===== src/rtl/heightmap_bilinear_sampler_unit_assert.svh =====
// assertion macros shared by the sampler modules
`ifndef HEIGHTMAP_BILINEAR_SAMPLER_UNIT_ASSERT_SVH
`define HEIGHTMAP_BILINEAR_SAMPLER_UNIT_ASSERT_SVH

// same-cycle implication, sampled on clk, off during rst
`define HBS_ASSERT_NOW(label, ante, cons, msg) \
  label: assert property (@(posedge clk) disable iff (rst) (ante) |-> (cons)) \
    else $error(msg);

// next-cycle implication, sampled on clk, off during rst
`define HBS_ASSERT_NEXT(label, ante, cons, msg) \
  label: assert property (@(posedge clk) disable iff (rst) (ante) |=> (cons)) \
    else $error(msg);

`endif


===== src/rtl/hbs_pkg.sv =====
// shared types and constants of the heightmap sampler
`timescale 1ns / 1ps

package hbs_pkg;

  localparam int GRID_CELLS_DEF     = 64;
  localparam int CELL_SIZE_LOG2_DEF = 4;

  localparam int HEIGHT_W = 16;
  localparam int INDEX_W  = 13;
  localparam int WORLD_W  = 24;
  localparam int FRAC_W   = 8;

  localparam logic REQ_STORE  = 1'b0;
  localparam logic REQ_SAMPLE = 1'b1;

  typedef enum logic [3:0] {
    ST_IDLE,
    ST_CELL,
    ST_BASE,
    ST_RD0,
    ST_RD1,
    ST_RD2,
    ST_RD3,
    ST_MUL_LO,
    ST_MUL_HI,
    ST_SUM_HI,
    ST_MUL_Z,
    ST_FIN
  } state_t;

  typedef enum logic [3:0] {
    OP_NONE,
    OP_CELL,
    OP_BASE,
    OP_RD0,
    OP_RD1,
    OP_RD2,
    OP_RD3,
    OP_MUL_LO,
    OP_MUL_HI,
    OP_SUM_HI,
    OP_MUL_Z,
    OP_FIN
  } dp_op_t;

  typedef struct packed {
    logic   store;
    logic   load_query;
    dp_op_t op;
  } cmd_t;

  typedef struct packed {
    logic idx_ok;
    logic out_free;
  } status_t;

endpackage


===== src/rtl/hbs_ctrl.sv =====
// sequencer of the heightmap sampler
`timescale 1ns / 1ps
`include "heightmap_bilinear_sampler_unit_assert.svh"

module hbs_ctrl (
  input  logic             clk,
  input  logic             rst,
  input  logic             in_valid,
  output logic             in_stall,
  input  logic             req_type,
  input  hbs_pkg::status_t status,
  output hbs_pkg::cmd_t    cmd
);

  hbs_pkg::state_t state;
  hbs_pkg::state_t state_next;
  logic            accept;

  assign accept = in_valid && (state == hbs_pkg::ST_IDLE);

  always_ff @(posedge clk) begin
    if (rst) begin
      state <= hbs_pkg::ST_IDLE;
    end else begin
      state <= state_next;
    end
  end

  always_comb begin
    state_next = state;
    unique case (state)
      hbs_pkg::ST_IDLE: begin
        if (accept && (req_type == hbs_pkg::REQ_SAMPLE)) begin
          state_next = hbs_pkg::ST_CELL;
        end
      end
      hbs_pkg::ST_CELL:   state_next = hbs_pkg::ST_BASE;
      hbs_pkg::ST_BASE:   state_next = hbs_pkg::ST_RD0;
      hbs_pkg::ST_RD0:    state_next = hbs_pkg::ST_RD1;
      hbs_pkg::ST_RD1:    state_next = hbs_pkg::ST_RD2;
      hbs_pkg::ST_RD2:    state_next = hbs_pkg::ST_RD3;
      hbs_pkg::ST_RD3:    state_next = hbs_pkg::ST_MUL_LO;
      hbs_pkg::ST_MUL_LO: state_next = hbs_pkg::ST_MUL_HI;
      hbs_pkg::ST_MUL_HI: state_next = hbs_pkg::ST_SUM_HI;
      hbs_pkg::ST_SUM_HI: state_next = hbs_pkg::ST_MUL_Z;
      hbs_pkg::ST_MUL_Z:  state_next = hbs_pkg::ST_FIN;
      hbs_pkg::ST_FIN: begin
        if (status.out_free) begin
          state_next = hbs_pkg::ST_IDLE;
        end
      end
      default: state_next = hbs_pkg::ST_IDLE;
    endcase
  end

  always_comb begin
    in_stall       = (state != hbs_pkg::ST_IDLE);
    cmd.store      = accept && (req_type == hbs_pkg::REQ_STORE) && status.idx_ok;
    cmd.load_query = accept && (req_type == hbs_pkg::REQ_SAMPLE);
    cmd.op         = hbs_pkg::OP_NONE;
    unique case (state)
      hbs_pkg::ST_IDLE:   cmd.op = hbs_pkg::OP_NONE;
      hbs_pkg::ST_CELL:   cmd.op = hbs_pkg::OP_CELL;
      hbs_pkg::ST_BASE:   cmd.op = hbs_pkg::OP_BASE;
      hbs_pkg::ST_RD0:    cmd.op = hbs_pkg::OP_RD0;
      hbs_pkg::ST_RD1:    cmd.op = hbs_pkg::OP_RD1;
      hbs_pkg::ST_RD2:    cmd.op = hbs_pkg::OP_RD2;
      hbs_pkg::ST_RD3:    cmd.op = hbs_pkg::OP_RD3;
      hbs_pkg::ST_MUL_LO: cmd.op = hbs_pkg::OP_MUL_LO;
      hbs_pkg::ST_MUL_HI: cmd.op = hbs_pkg::OP_MUL_HI;
      hbs_pkg::ST_SUM_HI: cmd.op = hbs_pkg::OP_SUM_HI;
      hbs_pkg::ST_MUL_Z:  cmd.op = hbs_pkg::OP_MUL_Z;
      hbs_pkg::ST_FIN: begin
        if (status.out_free) begin
          cmd.op = hbs_pkg::OP_FIN;
        end
      end
      default: cmd.op = hbs_pkg::OP_NONE;
    endcase
  end

  `HBS_ASSERT_NEXT(a_query_starts, in_valid && !in_stall && (req_type == hbs_pkg::REQ_SAMPLE), state == hbs_pkg::ST_CELL, "query transfer did not start the sequence")
  `HBS_ASSERT_NEXT(a_store_stays_idle, in_valid && !in_stall && (req_type == hbs_pkg::REQ_STORE), state == hbs_pkg::ST_IDLE, "store transfer left idle")
  `HBS_ASSERT_NEXT(a_fin_holds, (state == hbs_pkg::ST_FIN) && !status.out_free, state == hbs_pkg::ST_FIN, "result dropped while output slot busy")

endmodule


===== config.mk =====
export PLATFORM = sky130hd
export DESIGN_NAME = hbs_ctrl
export DESIGN_NICKNAME = d
export VERILOG_FILES = /design/src/rtl/hbs_pkg.sv /design/src/rtl/hbs_ctrl.sv
export VERILOG_INCLUDE_DIRS = /design/src /design/src/rtl
export SDC_FILE = /design/constraint.sdc
export NUM_CORES = 1
export LEC_CHECK = 0
export ABC_AREA = 1
export BUFFER_PORTS_ARGS = -buffer_cell sky130_fd_sc_hd__buf_2
export CAP_MARGIN = 5
export CORE_AREA = 2 2 39 41
export CTS_CLUSTER_DIAMETER = 150
export DETAILED_ROUTE_END_ITERATION = 6
export DIE_AREA = 0 0 41 43
export PLACE_DENSITY_LB_ADDON = 0.2
export SKIP_CTS_REPAIR_TIMING = 1
export SYNTH_ARGS = -nofsm -noshare
export SYNTH_HDL_FRONTEND = slang
export SYNTH_SLANG_ARGS = --single-unit

===== constraint.sdc =====
create_clock -name clk -period 3 [get_ports clk]
set_input_delay 0.6 -clock clk [delete_from_list [all_inputs] [get_ports clk]]
set_output_delay 0.6 -clock clk [all_outputs]
set_load 0.02 [all_outputs]

==> results.cfg <==
[critical_path]
reg2reg_slack_ns = 1.91
cp_cell_sequence = inv_1 -> nand2_1 -> nor2_2 -> nand2_1 -> nor2_1 -> buf_2
path_class = reg2out
cp.required_ns = 2.40
reg2reg_to = state[3]
cp_data_arrival_time_ns = 1.27
cpPeakStageDelay_ns = 0.34
startpoint = state[0]
cp-start-kind = flip-flop
crit_fanout = 5
worst_setup_path_end_kind = output port
crit_path_frequent_cell = nand2_1
reg2reg_from = state[0]
cpMaxStageDelayCell = dfxtp_1
reg2reg_depth = 7

[timing]
finalCritPeriodShare = 0.623
fmax_mhz = 535
worst_slew_pin_slew_ns = 0.203
skew_ns = 0.00371
hold_viol = 0
holdWs_ns = 0.550
slew_headroom = 0.864
setup_viol = 0
rsz0062_at_grt = false
period_needed_ns = 1.87
finalMaxSlewViolations = 0
finalSetupTns_ns = 0

[die]
rows = 14
core_area_mm2 = 0.00138
pin_count = 13
die_area_mm2 = 0.00176
initial_core_util = 0.220
fp.dieH_um = 43
die_w_um = 41

[routing]
ant_nets = 0
viasPerCell = 4.08
drt_wl_total_um = 696
drt-initial-drc-count = 3
wl_per_cell_um = 8.39
vias = 339
drc_errors = 0
first_pass_iters = 4

[finish]
nNetsFinal = 75
regMostFlops = state
n_antenna_cell = 0
layout-drive-gt1-share = 0.313
reg_top3 = state (4)
final-seq-area_um2 = 80.1
fin_area_um2 = 407
num-fill-cells = 162
largest_register_ffs = 4
layout_commonest_cell = inv_1
area_growth_pct = 33.7
final_cell_mix = inv_1 (13), buf_2 (12), nor2_1 (11), nand2_1 (9), dfxtp_1 (4)
multiInputGateArea_um2 = 171

[synth]
synth_area_per_cell_um2 = 5.85
yosys-top-cells-area = dfxtp_1 (26%), inv_1 (16%), nor2_1 (14%), nand2_1 (11%), nor3_2 (6.6%)
syn_inst = 52
synth_top_area_frac = 0.263
syn-num-nets = 58
syn_area_um2 = 304
synth_largest_area_cell = dfxtp_1
ys_seq_area_frac = 0.263
synth-seq-cells = 4
netlist-cell-type-count = 14
ys_warn_count = 0

[global_routing]
grt_pass1_wl_um = 1180
grt_max_degree = 6
grt_use_total = 0.102
gr-total-overflow = 0
grt_pass1_vias = 315
antenna_found_initial = 0

[flow_run]
cap_viol_max_count = 0

[clock_network]
cts_buffers = 3
insertion_delay_ns = 0.23
cts_tree = built
path_clk_slew_ns = 0.03
numClockSinks = 4
root_buffer = clkbuf_4
htreeDepth = 1
clockBufferDepth = 2

[min_path]
hold_depth = 2
hold_path_class = in2reg
hold_path_end = state[1]
hold_start = rst

[place]
place_congestion = 0.668
hpwlAfterDp_um = 567
io_buffer_count = 12
placed_area_um2 = 384

[power]
powerDensity_mw_per_mm2 = 461
peakVddDrop_uv = 118
p_leak_nw = 0.246

[outcome]
outcome = complete, no violations
-- worst max path at each step --
stage             end  slack [ns]  depth (start not counted)
6_report       cmd[5]        1.13                          6
5_1_grt        cmd[4]        0.97                          6
4_1_cts        cmd[5]        1.11                          6
3_5_place_dp   cmd[0]        1.25                          4
3_3_place_gp   cmd[0]        1.26                          4
2_1_floorplan  cmd[0]        1.19                          2
-- per-layer routing --
metal / routed length, µm / track usage / part of all wire
met4: 0 / 0.0800 / 0
met3: 20 / 0.0314 / 0.029
met1: 303 / 0.110 / 0.44
met2: 372 / 0.153 / 0.53
met5: 0 / 0 / 0
-- synth_stat cells --
cell      instances
nand2_2           1
o21ai_0           1
a21oi_1           3
dfxtp_1           4
o21ai_2           1
nor2_2            1
inv_1            13
nor3_2            2
nand2_1           9
o211ai_1          1
nand3_1           2
a311oi_1          2
nor2_1           11
inv_2             1
-- report_power, final --
part           internal, W  switching (W)
combinational    0.0000210      0.0000379
sequential       0.0000577     0.00000542
clock            0.0000447      0.0000207
total             0.000123      0.0000640
-- worst max-delay path: cells and delay by family, from the launching register on --
kind | cells | cell delay [ns]
simple gates | 4 | 0.42
buf+inv | 2 | 0.26
flops | 1 | 0.34
-- logic make-up (layout without fill, tap and decap cells) --
kind of cell,after synthesis,after routing,share of synthesized area
and+or+nand+nor,26,26,0.387
buffers and inverters,14,29,0.173
AOI/OAI and AO/OA,8,8,0.177
DFF,4,4,0.263
-- area by class of cell --
class / count / area share
clock buffers: 3 / 0.0554
inverters: 14 / 0.129
multi-input cells: 34 / 0.422
flip-flops and latches: 4 / 0.197
well taps: 16 / 0.0492
repair buffers: 12 / 0.148
-- through the flow --
stage | instances | setup slack, ns | utilization | total power [W]
after CTS | 83 | 1.11 | 0.294 | 0.000193
after global placement | 80 | 1.26 | 0.278 | 0.000124
final | 83 | 1.13 | 0.294 | 0.000187
after detailed placement | 80 | 1.25 | 0.278 | 0.000124
after floorplan | 52 | 1.19 | - | 0.000105
after global routing | 83 | 0.973 | 0.294 | 0.000205
Note: power is estimated with default switching activity, not from simulation.
